### src/hdl/dorq_pkg.sv
// Package for the drop-oldest ring queue: operation codes, the structs passed
// between the queue modules and the default sizes. Depends on nothing.
package dorq_pkg;

   localparam int DEFAULT_MAX_DEPTH  = 16;
   localparam int DEFAULT_WORD_WIDTH = 32;

   // Capacity register: field width, reset value and the smallest usable ring.
   localparam int CFG_WIDTH   = 5;
   localparam int LIMIT_RESET = 16;
   localparam int LIMIT_MIN   = 2;

   typedef enum logic [1:0] {
      MODE_QUERY       = 2'd0,
      MODE_STORE       = 2'd1,
      MODE_DROP_OLDEST = 2'd2,
      MODE_DROP_NEWEST = 2'd3
   } mode_type;

   // One queue operation presented to the state unit.
   typedef struct packed {
      logic     advance;
      mode_type mode;
   } dorq_op_type;

   // Flags that come back with each operation's result.
   typedef struct packed {
      logic is_empty;
      logic dropped_valid;
   } dorq_status_type;

endpackage

### src/hdl/dorq_ring_mem.sv
// Ring storage of the drop-oldest ring queue: one write port and two read
// ports with registered read data. Depends on nothing.
module dorq_ring_mem #(
   parameter int DEPTH      = 16,
   parameter int WORD_WIDTH = 32
) (
   input  logic                     clock,
   input  logic                     wr_en,
   input  logic [$clog2(DEPTH)-1:0] wr_addr,
   input  logic [WORD_WIDTH-1:0]    wr_data,
   input  logic [$clog2(DEPTH)-1:0] rd_addr_a,
   input  logic [$clog2(DEPTH)-1:0] rd_addr_b,
   output logic [WORD_WIDTH-1:0]    rd_data_a,
   output logic [WORD_WIDTH-1:0]    rd_data_b
);

   logic [WORD_WIDTH-1:0] ring_mem_ff [DEPTH];
   logic [WORD_WIDTH-1:0] rd_a_ff;
   logic [WORD_WIDTH-1:0] rd_b_ff;

   // A read of the address being written returns the new word.
   always_ff @(posedge clock) begin
      if (wr_en) begin
         ring_mem_ff[wr_addr] <= wr_data;
      end
      rd_a_ff <= (wr_en && (rd_addr_a == wr_addr)) ? wr_data : ring_mem_ff[rd_addr_a];
      rd_b_ff <= (wr_en && (rd_addr_b == wr_addr)) ? wr_data : ring_mem_ff[rd_addr_b];
   end

   assign rd_data_a = rd_a_ff;
   assign rd_data_b = rd_b_ff;

endmodule

### src/hdl/dorq_queue_state.sv
// Queue state of the drop-oldest ring queue: pointers, count, limit, cached end
// words and the next result values. Depends on dorq_pkg and dorq_ring_mem.
module dorq_queue_state #(
   parameter int MAX_DEPTH  = dorq_pkg::DEFAULT_MAX_DEPTH,
   parameter int WORD_WIDTH = dorq_pkg::DEFAULT_WORD_WIDTH
) (
   input  logic                            clock,
   input  logic                            reset,
   input  dorq_pkg::dorq_op_type           op,
   input  logic [WORD_WIDTH-1:0]           store_word,
   input  logic                            cfg_write,
   input  logic [$clog2(MAX_DEPTH+1)-1:0]  cfg_limit,
   output logic [$clog2(MAX_DEPTH)-1:0]    entry_count,
   output dorq_pkg::dorq_status_type       status,
   output logic [WORD_WIDTH-1:0]           oldest_word,
   output logic [WORD_WIDTH-1:0]           newest_word,
   output logic [WORD_WIDTH-1:0]           dropped_word
);

   localparam int PTR_W = $clog2(MAX_DEPTH);
   localparam int LIM_W = $clog2(MAX_DEPTH + 1);
   localparam int RESET_LIMIT =
      (dorq_pkg::LIMIT_RESET > MAX_DEPTH) ? MAX_DEPTH : dorq_pkg::LIMIT_RESET;

   logic [LIM_W-1:0]      limit_ff, limit_in;
   logic [PTR_W-1:0]      head_ff, head_in;
   logic [PTR_W-1:0]      tail_ff, tail_in;
   logic [PTR_W-1:0]      count_ff, count_in;
   logic [WORD_WIDTH-1:0] oldest_ff, oldest_in;
   logic [WORD_WIDTH-1:0] newest_ff, newest_in;

   logic                  wr_en;
   logic [PTR_W-1:0]      rd_addr_second;
   logic [PTR_W-1:0]      rd_addr_penult;
   logic [WORD_WIDTH-1:0] second_word;
   logic [WORD_WIDTH-1:0] penult_word;
   logic                  full;
   logic                  empty_now;
   logic                  many;
   logic                  dropped_valid;
   logic                  empty_next;

   function automatic logic [PTR_W-1:0] ptr_next(input logic [PTR_W-1:0] p,
                                                 input logic [LIM_W-1:0] lim);
      if (LIM_W'(p) == (lim - 1'b1)) begin
         return '0;
      end
      return p + 1'b1;
   endfunction

   function automatic logic [PTR_W-1:0] ptr_prev(input logic [PTR_W-1:0] p,
                                                 input logic [LIM_W-1:0] lim);
      if (p == '0) begin
         return PTR_W'(lim - 1'b1);
      end
      return p - 1'b1;
   endfunction

   always_comb begin
      full      = (LIM_W'(count_ff) == (limit_ff - 1'b1));
      empty_now = (count_ff == '0);
      many      = (count_ff > PTR_W'(1));

      limit_in      = limit_ff;
      head_in       = head_ff;
      tail_in       = tail_ff;
      count_in      = count_ff;
      oldest_in     = oldest_ff;
      newest_in     = newest_ff;
      wr_en         = 1'b0;
      dropped_valid = 1'b0;
      dropped_word  = '0;

      if (op.advance) begin
         unique case (op.mode)
            dorq_pkg::MODE_QUERY: begin
            end
            dorq_pkg::MODE_STORE: begin
               wr_en     = 1'b1;
               tail_in   = ptr_next(tail_ff, limit_ff);
               newest_in = store_word;
               if (full) begin
                  // The ring wraps onto the head: the oldest entry is evicted.
                  dropped_valid = 1'b1;
                  dropped_word  = oldest_ff;
                  head_in       = ptr_next(head_ff, limit_ff);
                  oldest_in     = many ? second_word : store_word;
               end else begin
                  count_in = count_ff + 1'b1;
                  if (empty_now) begin
                     oldest_in = store_word;
                  end
               end
            end
            dorq_pkg::MODE_DROP_OLDEST: begin
               if (!empty_now) begin
                  dropped_valid = 1'b1;
                  dropped_word  = oldest_ff;
                  head_in       = ptr_next(head_ff, limit_ff);
                  count_in      = count_ff - 1'b1;
                  oldest_in     = second_word;
               end
            end
            dorq_pkg::MODE_DROP_NEWEST: begin
               if (!empty_now) begin
                  dropped_valid = 1'b1;
                  dropped_word  = newest_ff;
                  tail_in       = ptr_prev(tail_ff, limit_ff);
                  count_in      = count_ff - 1'b1;
                  newest_in     = penult_word;
               end
            end
         endcase
      end

      // A new limit empties the queue.
      if (cfg_write) begin
         limit_in = cfg_limit;
         head_in  = '0;
         tail_in  = '0;
         count_in = '0;
      end

      // Fetch the words next to each end for the following operation.
      rd_addr_second = ptr_next(head_in, limit_in);
      rd_addr_penult = ptr_prev(ptr_prev(tail_in, limit_in), limit_in);
   end

   always_ff @(posedge clock) begin
      if (reset) begin
         limit_ff <= LIM_W'(RESET_LIMIT);
         head_ff  <= '0;
         tail_ff  <= '0;
         count_ff <= '0;
      end else begin
         limit_ff <= limit_in;
         head_ff  <= head_in;
         tail_ff  <= tail_in;
         count_ff <= count_in;
      end
   end

   always_ff @(posedge clock) begin
      oldest_ff <= oldest_in;
      newest_ff <= newest_in;
   end

   dorq_ring_mem #(
      .DEPTH      (MAX_DEPTH),
      .WORD_WIDTH (WORD_WIDTH)
   ) u_ring_mem (
      .clock     (clock),
      .wr_en     (wr_en),
      .wr_addr   (tail_ff),
      .wr_data   (store_word),
      .rd_addr_a (rd_addr_second),
      .rd_addr_b (rd_addr_penult),
      .rd_data_a (second_word),
      .rd_data_b (penult_word)
   );

   assign empty_next             = (count_in == '0);
   assign entry_count            = count_in;
   assign status.is_empty        = empty_next;
   assign status.dropped_valid   = dropped_valid;
   assign oldest_word            = empty_next ? '0 : oldest_in;
   assign newest_word            = empty_next ? '0 : newest_in;

   a_count_below_limit: assert property (@(posedge clock) disable iff (reset)
      LIM_W'(count_ff) < limit_ff)
      else $error("entry count reached the ring limit");

   a_pointers_in_ring: assert property (@(posedge clock) disable iff (reset)
      (LIM_W'(head_ff) < limit_ff) && (LIM_W'(tail_ff) < limit_ff))
      else $error("head or tail pointer outside the ring in use");

   a_limit_in_range: assert property (@(posedge clock) disable iff (reset)
      (limit_ff >= LIM_W'(dorq_pkg::LIMIT_MIN)) && (limit_ff <= LIM_W'(MAX_DEPTH)))
      else $error("ring limit outside its legal range");

   a_drop_needs_op: assert property (@(posedge clock) disable iff (reset)
      dropped_valid |-> (op.advance && (op.mode != dorq_pkg::MODE_QUERY)))
      else $error("entry dropped without a storing or dropping operation");

   a_cfg_empties: assert property (@(posedge clock) disable iff (reset)
      cfg_write |=> ((count_ff == '0) && (head_ff == tail_ff)))
      else $error("limit write did not empty the queue");

endmodule

### src/hdl/drop_oldest_ring_queue.sv
// Drop-oldest ring queue: a ring of data words whose size in use is set by the
// capacity register; it holds at most that size minus one entries, and a store
// into a full queue evicts and reports the oldest entry. Each request transfer
// carries a query, a store, a drop of the oldest or a drop of the newest entry
// and yields exactly one response transfer with the count, the empty flag, the
// oldest and newest words (zero when empty) and any dropped entry. A request
// is taken into an input register, worked against the queue state and placed
// in a response register, so the block takes one request every cycle while the
// response side does not stall. The response is offered once the request has
// passed the input register and the response register. The rate rests on the
// update of the head and tail pointers at each advance and on the two-port ring
// memory, whose registered read ports fetch the words next to each end ahead of
// the next operation. A write to the capacity register
// empties the queue; values below two act as two and values above the ring
// depth act as the depth. The register is taken only while the input register
// is empty, and writes should be made only while no response is outstanding.
// No clearing pass is needed after reset.
// Depends on dorq_pkg and dorq_queue_state.
module drop_oldest_ring_queue #(
   parameter int MAX_DEPTH  = dorq_pkg::DEFAULT_MAX_DEPTH,
   parameter int WORD_WIDTH = dorq_pkg::DEFAULT_WORD_WIDTH
) (
   input  logic                           clock,
   input  logic                           reset,

   input  logic                           req_valid,
   output logic                           req_stall,
   input  logic [1:0]                     req_mode,
   input  logic [WORD_WIDTH-1:0]          req_store_word,

   output logic                           rsp_valid,
   input  logic                           rsp_stall,
   output logic [$clog2(MAX_DEPTH)-1:0]   rsp_entry_count,
   output logic                           rsp_is_empty,
   output logic [WORD_WIDTH-1:0]          rsp_oldest_word,
   output logic [WORD_WIDTH-1:0]          rsp_newest_word,
   output logic                           rsp_dropped_valid,
   output logic [WORD_WIDTH-1:0]          rsp_dropped_word,

   input  logic                           csr_valid,
   output logic                           csr_ready,
   input  logic [dorq_pkg::CFG_WIDTH-1:0] csr_capacity_limit
);

   localparam int PTR_W = $clog2(MAX_DEPTH);
   localparam int LIM_W = $clog2(MAX_DEPTH + 1);

   // Input register.
   logic                  in_valid_ff, in_valid_in;
   logic [1:0]            in_mode_ff;
   logic [WORD_WIDTH-1:0] in_word_ff;

   // Response register.
   logic                  out_valid_ff, out_valid_in;
   logic [PTR_W-1:0]      out_count_ff;
   logic                  out_empty_ff;
   logic [WORD_WIDTH-1:0] out_oldest_ff;
   logic [WORD_WIDTH-1:0] out_newest_ff;
   logic                  out_dropped_valid_ff;
   logic [WORD_WIDTH-1:0] out_dropped_word_ff;

   logic                        req_take;
   logic                        rsp_take;
   logic                        advance;
   logic                        cfg_write;
   logic [LIM_W-1:0]            cfg_limit;
   dorq_pkg::dorq_op_type       op;
   dorq_pkg::dorq_status_type   status;
   logic [PTR_W-1:0]            next_count;
   logic [WORD_WIDTH-1:0]       next_oldest;
   logic [WORD_WIDTH-1:0]       next_newest;
   logic [WORD_WIDTH-1:0]       next_dropped;

   // The held request moves on when the response register is free or is
   // being emptied by a transfer in this cycle.
   assign advance   = in_valid_ff && (!out_valid_ff || !rsp_stall);
   assign req_stall = in_valid_ff && !advance;
   assign req_take  = req_valid && !req_stall;
   assign rsp_take  = out_valid_ff && !rsp_stall;

   // The limit register is only written with no request in the input stage,
   // so a write never races a pointer update.
   assign csr_ready = !in_valid_ff;
   assign cfg_write = csr_valid && csr_ready;

   always_comb begin
      if (csr_capacity_limit < dorq_pkg::CFG_WIDTH'(dorq_pkg::LIMIT_MIN)) begin
         cfg_limit = LIM_W'(dorq_pkg::LIMIT_MIN);
      end else if (32'(csr_capacity_limit) > 32'(MAX_DEPTH)) begin
         cfg_limit = LIM_W'(MAX_DEPTH);
      end else begin
         cfg_limit = LIM_W'(csr_capacity_limit);
      end
   end

   always_comb begin
      priority if (req_take) begin
         in_valid_in = 1'b1;
      end else if (advance) begin
         in_valid_in = 1'b0;
      end else begin
         in_valid_in = in_valid_ff;
      end

      priority if (advance) begin
         out_valid_in = 1'b1;
      end else if (rsp_take) begin
         out_valid_in = 1'b0;
      end else begin
         out_valid_in = out_valid_ff;
      end
   end

   always_ff @(posedge clock) begin
      if (reset) begin
         in_valid_ff  <= 1'b0;
         out_valid_ff <= 1'b0;
      end else begin
         in_valid_ff  <= in_valid_in;
         out_valid_ff <= out_valid_in;
      end
   end

   always_ff @(posedge clock) begin
      if (req_take) begin
         in_mode_ff <= req_mode;
         in_word_ff <= req_store_word;
      end
      if (advance) begin
         out_count_ff         <= next_count;
         out_empty_ff         <= status.is_empty;
         out_oldest_ff        <= next_oldest;
         out_newest_ff        <= next_newest;
         out_dropped_valid_ff <= status.dropped_valid;
         out_dropped_word_ff  <= next_dropped;
      end
   end

   assign op.advance = advance;
   assign op.mode    = dorq_pkg::mode_type'(in_mode_ff);

   dorq_queue_state #(
      .MAX_DEPTH  (MAX_DEPTH),
      .WORD_WIDTH (WORD_WIDTH)
   ) u_queue_state (
      .clock        (clock),
      .reset        (reset),
      .op           (op),
      .store_word   (in_word_ff),
      .cfg_write    (cfg_write),
      .cfg_limit    (cfg_limit),
      .entry_count  (next_count),
      .status       (status),
      .oldest_word  (next_oldest),
      .newest_word  (next_newest),
      .dropped_word (next_dropped)
   );

   assign rsp_valid         = out_valid_ff;
   assign rsp_entry_count   = out_count_ff;
   assign rsp_is_empty      = out_empty_ff;
   assign rsp_oldest_word   = out_oldest_ff;
   assign rsp_newest_word   = out_newest_ff;
   assign rsp_dropped_valid = out_dropped_valid_ff;
   assign rsp_dropped_word  = out_dropped_word_ff;

   // A held request must leave the input stage in the same cycle as a response
   // transfer frees the response register.
   a_advance_after_take: assert property (@(posedge clock) disable iff (reset)
      (in_valid_ff && out_valid_ff && !rsp_stall) |-> advance)
      else $error("held request did not advance into a free response register");

   // Every advance produces a response in the next cycle.
   a_advance_fills_rsp: assert property (@(posedge clock) disable iff (reset)
      advance |=> out_valid_ff)
      else $error("advanced request left no response");

   // A response with an empty queue reports zero entries and zero end words.
   a_empty_response: assert property (@(posedge clock) disable iff (reset)
      (out_valid_ff && out_empty_ff) |->
         ((out_count_ff == '0) && (out_oldest_ff == '0) && (out_newest_ff == '0)))
      else $error("empty response carries entries or words");

   // A dropped word is reported only together with its flag.
   a_drop_word_gated: assert property (@(posedge clock) disable iff (reset)
      (out_valid_ff && !out_dropped_valid_ff) |-> (out_dropped_word_ff == '0))
      else $error("dropped word without dropped flag");

endmodule
### config.mk
export PLATFORM = sky130hd
export DESIGN_NAME = drop_oldest_ring_queue
export DESIGN_NICKNAME = d
export VERILOG_FILES = /design/src/hdl/dorq_pkg.sv /design/src/hdl/dorq_ring_mem.sv /design/src/hdl/dorq_queue_state.sv /design/src/hdl/drop_oldest_ring_queue.sv
export SDC_FILE = /design/constraint.sdc
export NUM_CORES = 1
export LEC_CHECK = 0
export BUFFER_PORTS_ARGS = -buffer_cell sky130_fd_sc_hd__buf_2
export CAP_MARGIN = 20
export CORE_ASPECT_RATIO = 1.75
export CORE_MARGIN = 2
export CORE_UTILIZATION = 53
export DETAILED_ROUTE_END_ITERATION = 6
export PLACE_DENSITY = 0.7
export SYNTH_ARGS = -nofsm -noshare
export SYNTH_HDL_FRONTEND = slang
export SYNTH_HIERARCHICAL = 1
export SYNTH_SLANG_ARGS = --single-unit
export TNS_END_PERCENT = 20
### constraint.sdc
create_clock -name clock -period 12.7 [get_ports clock]
set_clock_uncertainty 0.1 [all_clocks]
set_input_delay 1.905 -clock clock [delete_from_list [all_inputs] [get_ports clock]]
set_output_delay 1.905 -clock clock [all_outputs]
set_load 0.05 [all_outputs]
==> results_dict.tcl, run 1 <==
set metrics [dict create \
    cts_root_buf "clkbuf_16" \
    clkSlewWorstSetupHoldPaths_ps 70 \
    drt_first_pass_iters 7 \
    vias_per_cell 6.955 \
    initial_core_util_pct 53.48 \
    synth_enable_flop_cells 648 \
    min_path_cells 2 \
    ios 149 \
    cts_buffers 66 \
    slowest_stage "buf_4" \
    core_mm2 0.06207 \
    slew-limit-headroom_pct 25.83 \
    min-delay-start "u_queue_state/oldest_ff[30]$_DFF_P_" \
    critPathTopFamily "buffers and inverters" \
    port-buffer-count 148 \
    irDropWorstVdd_mv 0.1139 \
    synth.distinct_cells 79 \
    syn_avg_cell_area_um2 16.12 \
    slew_viol_final 0 \
    path_class "primary input to register" \
    cts_resized 0 \
    cts.sinks 739 \
    path_cells "buf_2, a21oi_4, buf_4, buf_4, o21ai_0, o31ai_1, ha_1, and3_1, mux2_2, ha_1, and3_1, mux2_1" \
    finalSetupViolCount 0 \
    drive_gt1_share_pct 27.68 \
    grt_usage_pct 29.65 \
    place_congestion 0.8798 \
    synth-seq-area-share_pct 64.10 \
    fin_setup_tns_ps 0 \
    crit_fanout 71 \
    clk_latency_ps 600 \
    rsz0062_at_grt "false" \
    synth-seq-cells 739 \
    synthCells 2059 \
    antenna_found_initial 1 \
    finalCritPeriodShare_pct 47.41 \
    cts_htree_levels 3 \
    netlist_area_mm2 0.03320 \
    antenna_cells 0 \
    status "completed" \
    finalWirelength_um 94320 \
    grt_pass1_vias 21530 \
    fin_crit_ps 6022 \
    cap_violations 0 \
    whs_endpoint "u_queue_state/oldest_ff[30]$_DFF_P_" \
    synth-main-ff-cell "edfxtp_1" \
    leakage_uw 0.01235 \
    cts_setup_buffers 0 \
    power_density_mw_per_mm2 147.0 \
    hold_buffers 0 \
    final_core_util_pct 59.77 \
    drtIter0Drc 2365 \
    r2r_slack_ps 7650 \
    ys_warn_count 6 \
    grt_start_max_net_pins 72 \
    clockBufferDepth 3 \
    critPathRequiredTime_ps 13090 \
    dieArea_mm2 0.06473 \
    hpwl_um 54540 \
    via_count 21090 \
    finalHoldViolCount 0 \
    worstSetupStartpointType "primary input" \
    cp_num_buf_inv 3 \
    holdCritPathClass "register to register" \
    detail-route-antenna-nets 0 \
    area_growth_syn_to_layout_pct 11.76 \
    syn_nets 2118 \
    drc 0 \
    fin_nets 2241 \
    grt_pass1_wl_um 137500 \
    fmax_mhz 166.1 \
    cp_slowest_stage_delay_ps 850 \
    die_h_um 335.1 \
    cts_tree "done" \
    worstMarginPinSlew_ps 1112 \
    r2r-start "in_valid_ff$_SDFFE_PP0P_" \
    r2r_cells 12 \
    grt_overflow_total 0 \
    placementRows 121 \
    worstPathArrival_ps 6410 \
    dieWidth_um 193.2 \
    synthArstFlopShare_pct 0 \
    wl_per_cell_um 31.11 \
    endpoint_kind "register" \
]
==> Yosys cell counts (3+ instances only) <==
cell type  number  area share [%]
a31oi_1        21            0.40
inv_1          25            0.28
buf_2          20            0.30
nor2_1         98             1.1
xor2_1          4            0.11
a21boi_1        3           0.068
edfxtp_1      648              59
o211ai_1        4           0.090
buf_6          10            0.34
a22oi_1       208             4.7
clkbuf_1       76            0.86
buf_4          22            0.50
xnor2_1        14            0.37
buf_1          25            0.28
mux2i_1         9            0.27
nand4_1         3           0.057
a221oi_1       17            0.45
nor2b_1        16            0.30
a21o_1          3           0.068
a211oi_1        3           0.068
mux4_2        256              17
a32oi_1         3           0.079
o21ai_0        16            0.24
o21a_1          3           0.068
o21ai_1        18            0.27
and3_1          7            0.13
a21oi_1        47            0.71
nand2b_1        6            0.11
nor3_1         14            0.21
nand3_1        10            0.15
nand3b_1        3           0.068
and2_1         36            0.68
ha_1           15            0.57
o2111ai_1       4            0.11
mux2_1          3            0.10
dfxtp_1        91             5.5
nand2_1       241             2.7
==> sequential cells by signal, summed over array words and instances, names as in the netlist, 5 cells and up, named ones only <==
| name | cells |
|---|---|
| u_queue_state/u_ring_mem/ring_mem_ff | 512 |
| in_word_ff | 32 |
| rsp_dropped_word | 32 |
| rsp_newest_word | 32 |
| rsp_oldest_word | 32 |
| u_queue_state/newest_ff | 32 |
| u_queue_state/oldest_ff | 32 |
| u_queue_state/limit_ff | 5 |
==> power by group <==
part           internal [uW]  switching, uW
sequential              2710           90.1
clock                   1210            889
combinational            206            352
==> logic make-up (layout without fill, tap and decap cells) <==
family          count (synthesis)  after routing  share of synthesized area [%]
compound gates                377            377                          8.077
fa+ha+maj                      15             15                         0.5654
simple gates                  456            456                          6.159
xor+xnor                       21             21                         0.6822
flops                         739            739                          64.10
mux                           270            270                          17.81
buf+inv                       181            355                          2.604
==> cell usage in the layout (no fill, tap or decap), drive strengths merged, types with 14 or more instances in the layout <==
master	n
ha	15
dfxtp	91
a22oi	208
edfxtp	648
mux4	256
a21oi	49
nor3	15
nor2b	16
a31oi	21
inv	31
nor2	98
nand2	241
a221oi	18
xnor2	14
clkbuf	89
buf	208
and2	36
o21ai	34
==> how the worst max path moves through the flow <==
stage,start,endpoint,cells past startpoint
2_1_floorplan,rsp_stall,u_queue_state/u_ring_mem/ring_mem_ff[0][0]$_DFFE_PP_,7
4_1_cts,rsp_stall,register,12
3_5_place_dp,rsp_stall,register,12
6_report,rsp_stall,register,12
3_3_place_gp,rsp_stall,register,12
5_1_grt,rsp_stall,register,12
==> worst min-delay path, cell delays in order (launching register included) <==
cell and delay [ps]:
dfxtp_1 310, nand2_1 50, o21ai_1 60
==> layer usage <==
layer / wire length [um] / GRT usage (%) / part of all wire (%)
met5: 0 / 0 / 0
met4: 6025 / 17.70 / 6.4
met3: 8929 / 4.902 / 9.5
met2: 47360 / 49.11 / 50
met1: 32000 / 36.51 / 34
==> stage by stage <==
stage	cells	instance area, um^2	setup slack, ps	hold WS [ps]	total power, uW
2_1_floorplan	2059	33200	1528	342.3	3203
3_3_place_gp	2913	34860	6382	355.5	3383
4_1_cts	3032	37100	6878	369.2	5477
5_1_grt	3032	37100	6457	396.3	5596
3_5_place_dp	2913	34860	6280	360.0	3396
6_report	3032	37100	6678	372.1	5455
==> layout make-up <==
type                    instances  area [um^2]
inverters                      28        107.6
well taps                     799        999.7
clock inverters                30        399.1
multi-input cells            1139        11260
flip-flops and latches        739        21300
fillers                      4637        24970
clock buffers                  89         1842
repair buffers                208         1191
Power figures use the tool's default switching activity.
==> run 2: changes to the inputs <==
==> constraint.sdc (replaced) <==
create_clock -name clock -period 6.1 [get_ports clock]
set_clock_uncertainty 0.1 [all_clocks]
set_input_delay 0.915 -clock clock [delete_from_list [all_inputs] [get_ports clock]]
set_output_delay 0.915 -clock clock [all_outputs]
set_load 0.05 [all_outputs]
==> run 2 against run 1 <==
Effect of this change:
- flip-flop and latch count unchanged
- utilization increased by 0.21 points
- final area is 0.34% higher
- die area unchanged
- sequential power grew 110%
- largest power group unchanged
- clock-buffer cell count fell by 2
- wire length rose by 1.5%
- combinational power rose by 110%
- non-clock buffer count increased by 3
==> results_dict.tcl, run 2 (synthesized netlist as in run 1, its figures left out) <==
set metrics [dict create \
    status "completed" \
    fin_nets 2246 \
    dieArea_mm2 0.06473 \
    p_comb_share_pct 10.2 \
    cts.sinks 739 \
    area_growth_syn_to_layout_pct 12.14 \
    leakage_uw 0.01239 \
    critPathTopFamily "compound AO/OA/AOI/OAI gates" \
    wl_per_cell_um 31.53 \
    internal_power_uw 8557 \
    slowest_stage "or4_4" \
    clk_latency_ps 630 \
    ios 149 \
    whs_endpoint "in_word_ff[29]$_DFFE_PP_" \
    place_area_mm2 0.03495 \
    layout_commonest_cell "edfxtp_1" \
    die_h_um 335.1 \
    switching_share_pct 24.65 \
    worstPathArrival_ps 4770 \
    slew-limit-headroom_pct 35.02 \
    grt_usage_pct 30.16 \
    cts_root_buf "clkbuf_16" \
    crit_fanout 33 \
    slew_viol_final 0 \
    drtIter0Drc 2466 \
    holdCritPathClass "primary input to register" \
    drc 0 \
    grt_start_max_net_pins 129 \
    critPathRequiredTime_ps 6350 \
    final_core_util_pct 59.97 \
    worstMarginPinSlew_ps 974.7 \
    port-buffer-count 148 \
    largest_reg_flops 512 \
    clkSlewWorstSetupHoldPaths_ps 70 \
    whs_ps 357.4 \
    final_cell_mix "edfxtp_1 (648), mux4_2 (256), nand2_1 (241), a22oi_1 (208), buf_2 (148)" \
    finalSetupViolCount 0 \
    grt_pass1_wl_um 139600 \
    grt_overflow_total 0 \
    cts_tree "done" \
    cts_htree_levels 3 \
    core_mm2 0.06207 \
    place_congestion 0.8942 \
    power.share.clock_pct 38.5 \
    design_area_mm2 0.03723 \
    grt_pass1_vias 21730 \
    fillers 4596 \
    irDropWorstVdd_mv 0.2030 \
    min_path_cells 1 \
    cts_setup_buffers 0 \
    finalHoldViolCount 0 \
    dieWidth_um 193.2 \
    finalCritPeriodShare_pct 74.14 \
    cp_slowest_stage_delay_ps 760 \
    r2r_cells 11 \
    rsz0062_at_grt "false" \
    switching_power_uw 2799 \
    r2r-start "u_queue_state/limit_ff[0]$_SDFF_PP0_" \
    drive_gt1_share_pct 27.75 \
    hold_buffers 0 \
    r2r_slack_ps 1580 \
    fmax_mhz 221.1 \
    fin_setup_tns_ps 0 \
    min-delay-start "req_store_word[29]" \
    via_count 20970 \
    endpoint_kind "register" \
    antenna_found_initial 1 \
    worstSetupStartpointType "register" \
    fin_crit_ps 4522 \
    cts_buffers 68 \
    hpwl_um 57080 \
    finalWirelength_um 95750 \
    clockBufferDepth 3 \
    drt_first_pass_iters 6 \
    sequentialPowerShare_pct 51.2 \
    path_cells "inv_2, ha_1, nor3b_2, a32o_1, o211ai_2, mux2_1, a221oi_2, nor2_1, or4_4, inv_4, a21oi_1" \
    initial_core_util_pct 53.48 \
    cts_resized 0 \
    totalPowerFinal_uw 11360 \
    power_density_mw_per_mm2 305.0 \
    top_register "u_queue_state/u_ring_mem/ring_mem_ff" \
    vias_per_cell 6.905 \
    placementRows 121 \
    r2r-end "rsp_newest_word[6]$_DFFE_PP_" \
    path_class "register to register" \
    cap_violations 0 \
    detail-route-antenna-nets 0 \
    antenna_cells 0 \
    cp_num_buf_inv 2 \
]
## run 2: changes by cell type in the layout (fill, tap and decap cells not counted), moves of 2 or more
cell        previous run  this run
buf_12                 0         4
buf_4                 60        58
clkbuf_1              16        14
clkinv_1               2         7
clkinv_8               0         2
clkinvlp_4             6         3
nor3_2                 5         1
nor3_4                 0         4
## run 2: power by group through the flow
stage,Clock (uW),Sequential [uW],Combinational (uW)
2_1_floorplan,0,5930,734
3_3_place_gp,0,5910,1110
3_5_place_dp,0,5920,1140
4_1_cts,4440,5820,1140
5_1_grt,4600,5840,1230
6_report,4370,5820,1160
## run 2: metal layers
metal | track usage (%) | part of all wire (%) | vias to the layer above
met5 | 0 | 0.011 | -
met4 | 15.75 | 5.7 | 2
met3 | 5.226 | 8.6 | 315
met2 | 51.58 | 52 | 1347
met1 | 36.43 | 34 | 10740
li1 | - | - | 8566
## run 2: final cells by class
class / count / area [um^2] / share of cell area (%)
sequential: 739 / 21300 / 57.20
multi-input combinational: 1139 / 11290 / 30.34
clock buffer: 87 / 1834 / 4.927
timing repair buffer: 211 / 1284 / 3.448
tap: 799 / 999.7 / 2.685
clock inverter: 34 / 412.9 / 1.109
inverter: 28 / 107.6 / 0.2890
## run 2: worst register-to-register path, cell delays in order, from the launching register on
cell	delay [ps]
dfxtp_1	570
inv_2	70
ha_1	300
nor3b_2	200
a32o_1	350
o211ai_2	490
mux2_1	400
a221oi_2	240
nor2_1	100
or4_4	760
inv_4	550
a21oi_1	120
## run 2: worst max-delay path by stage
stage	start	end	slack [ps]	depth (start not counted)
6_report	u_queue_state/limit_ff[0]$_SDFF_PP0_	rsp_newest_word[6]$_DFFE_PP_	1580	11
4_1_cts	u_queue_state/limit_ff[0]$_SDFF_PP0_	rsp_newest_word[2]$_DFFE_PP_	1670	11
2_1_floorplan	rsp_stall	u_queue_state/u_ring_mem/ring_mem_ff[1][0]$_DFFE_PP_	180	7
3_5_place_dp	rsp_stall	u_queue_state/u_ring_mem/ring_mem_ff[13][14]$_DFFE_PP_	1410	7
5_1_grt	u_queue_state/limit_ff[0]$_SDFF_PP0_	rsp_newest_word[16]$_DFFE_PP_	1460	11
3_3_place_gp	rsp_stall	u_queue_state/u_ring_mem/ring_mem_ff[13][12]$_DFFE_PP_	1480	7
## run 2: through the flow
step                cells  setup slack (ps)
finish               3037              1578
floorplan            2059             176.7
global placement     2915              1479
CTS                  3036              1667
global route         3037              1459
detailed placement   2915              1411
==> run 3: changes to the inputs <==
--- a/config.mk
+++ b/config.mk
@@ -11,7 +11,7 @@
 export CORE_MARGIN = 2
 export CORE_UTILIZATION = 53
 export DETAILED_ROUTE_END_ITERATION = 6
-export PLACE_DENSITY = 0.7
+export PLACE_DENSITY = 0.73
 export SYNTH_ARGS = -nofsm -noshare
 export SYNTH_HDL_FRONTEND = slang
 export SYNTH_HIERARCHICAL = 1
==> constraint.sdc (replaced) <==
create_clock -name clock -period 4.05 [get_ports clock]
set_clock_uncertainty 0.1 [all_clocks]
set_input_delay 0.6075 -clock clock [delete_from_list [all_inputs] [get_ports clock]]
set_output_delay 0.6075 -clock clock [all_outputs]
set_load 0.05 [all_outputs]
==> run 3 against run 2 <==
Effect of this change:
- the run now ends with DRC left
- register-to-register slack lost 1300 ps
- via count grew 0.50%
- first-iteration DRC count shrank 3.0%
- utilization grew 0.56 points
- fmax grew 19%
- clock-buffer cell count grew 3
- clock power grew 45%
- combinational power grew 52%
- wire length shrank 1.4%
- largest cell class unchanged
==> results_dict.tcl, run 3 (synthesized netlist as in run 1, its figures left out) <==
set metrics [dict create \
    drive_gt1_share_pct 29.31 \
    largest_reg_flops 512 \
    drt_first_pass_iters 7 \
    slowest_stage "or3b_1" \
    cp_num_buf_inv 1 \
    via_count 21080 \
    fin_crit_ps 3799 \
    finalSetupViolCount 0 \
    slew-limit-headroom_pct 21.72 \
    fin_setup_tns_ps 0 \
    rsz0062_at_grt "false" \
    violations "DRC" \
    hold_buffers 0 \
    top_register "u_queue_state/u_ring_mem/ring_mem_ff" \
    holdCritPathClass "primary input to register" \
    grt_overflow_total 0 \
    power_density_mw_per_mm2 449.4 \
    totalPowerFinal_uw 16890 \
    drtIter0Drc 2391 \
    detail-route-antenna-nets 0 \
    status "complete, but fails checks" \
    placementRows 121 \
    final_cell_mix "edfxtp_1 (648), mux4_2 (256), nand2_1 (241), a22oi_1 (208), buf_2 (148)" \
    cap_violations 0 \
    slew_viol_final 0 \
    clockBufferDepth 3 \
    fmax_mhz 263.2 \
    cts_resized 0 \
    antenna_found_initial 1 \
    critPathRequiredTime_ps 4440 \
    crit_fanout 12 \
    vias_per_cell 6.863 \
    path_class "register to register" \
    finalWirelength_um 94430 \
    dieArea_mm2 0.06473 \
    finalHoldViolCount 0 \
    r2r_slack_ps 250 \
    r2r-start "u_queue_state/count_ff[0]$_SDFF_PP0_" \
    grt_pass1_wl_um 136700 \
    core_mm2 0.06207 \
    antenna_cells 0 \
    cp.depth 12 \
    cp_slowest_stage_delay_ps 590 \
    cts_tree "done" \
    cts.sinks 739 \
    clk_latency_ps 610 \
    hpwl_um 57540 \
    setup.worst_path.start "u_queue_state/count_ff[0]$_SDFF_PP0_" \
    fillers 4470 \
    dieWidth_um 193.2 \
    worstMarginPinSlew_ps 1174 \
    placedCellCount 2946 \
    critPathTopFamily "simple AND/OR/NAND/NOR gates" \
    r2r_cells 12 \
    cts_buffers 68 \
    place_congestion 0.9212 \
    cts_setup_buffers 0 \
    path_cells "inv_1, ha_1, or3b_1, o211ai_1, a21oi_1, o31ai_2, ha_4, and3_4, mux2i_1, ha_2, and3_1, mux2_1" \
    fin_nets 2276 \
    grt_usage_pct 29.47 \
    cts_htree_levels 3 \
    endpoint_kind "register" \
    irDropWorstVdd_mv 0.3281 \
    initial_core_util_pct 53.48 \
    clkSlewWorstSetupHoldPaths_ps 70 \
    wl_per_cell_um 30.75 \
    drc 1 \
    worstPathArrival_ps 4190 \
    grt_start_max_net_pins 55 \
    final_cells 3071 \
    area_growth_syn_to_layout_pct 13.18 \
    grt_pass1_vias 21510 \
    finalCritPeriodShare_pct 93.80 \
    port-buffer-count 148 \
    ios 149 \
    leakage_uw 0.01253 \
    die_h_um 335.1 \
    cts_root_buf "clkbuf_16" \
    worstSetupStartpointType "register" \
    layout_commonest_cell "edfxtp_1" \
]
-- run 3: cell types whose count changed in the layout (fill, tap and decap cells not counted), moves of 2 or more --
cell	previous run	this run
buf_12	4	17
buf_4	58	76
bufinv_16	8	3
clkinv_1	7	4
clkinv_2	9	15
clkinvlp_4	3	6
ha_1	15	13
inv_1	25	23
inv_6	3	5
-- run 3: final cells by class --
class / instances / area [um^2] / share of cell area (%)
clock buffer: 90 / 1877 / 4.995
clock inverter: 35 / 295.3 / 0.7859
inverter: 28 / 111.4 / 0.2964
multi-input combinational: 1139 / 11340 / 30.19
sequential: 739 / 21300 / 56.68
tap: 799 / 999.7 / 2.661
timing repair buffer: 241 / 1652 / 4.396
-- run 3: worst min-delay path by stage --
stage                                        start                                  end  slack [ps]  depth (start not counted)
6_report                        req_store_word[23]             in_word_ff[23]$_DFFE_PP_          80                          1
2_1_floorplan  u_queue_state/oldest_ff[10]$_DFF_P_  u_queue_state/oldest_ff[10]$_DFF_P_         340                          2
5_1_grt                         req_store_word[23]             in_word_ff[23]$_DFFE_PP_          70                          1
3_3_place_gp   u_queue_state/oldest_ff[13]$_DFF_P_  u_queue_state/oldest_ff[13]$_DFF_P_         360                          2
3_5_place_dp   u_queue_state/oldest_ff[16]$_DFF_P_  u_queue_state/oldest_ff[16]$_DFF_P_         370                          2
4_1_cts                         req_store_word[23]             in_word_ff[23]$_DFFE_PP_          50                          1
-- run 3: through the flow --
step                      setup slack (ps)  utilization [%]  area, um^2  hold slack [ps]
after floorplan                     -874.8                -       33360            342.3
after global placement               408.4            57.03       35400            355.6
after detailed placement             261.4            57.03       35400            367.5
after CTS                            257.4            60.53       37570            51.87
after global routing                 33.09            60.53       37570            66.30
final                                251.2            60.53       37570            75.09
-- run 3: layer usage --
metal  vias to the layer above  GRT usage, %  wire length (um)
li1                       8635             -                 -
met3                       350         5.895              9455
met4                         2         14.33              4930
met5                         -             0                 7
met2                      1439         50.60             48630
met1                     10650         35.35             31420
-- run 3: where the power goes --
group	leakage, uW	switching (uW)	internal (uW)
combinational	0.00480	1090	674
sequential	0.00667	290	8490
clock	0.00106	2850	3500
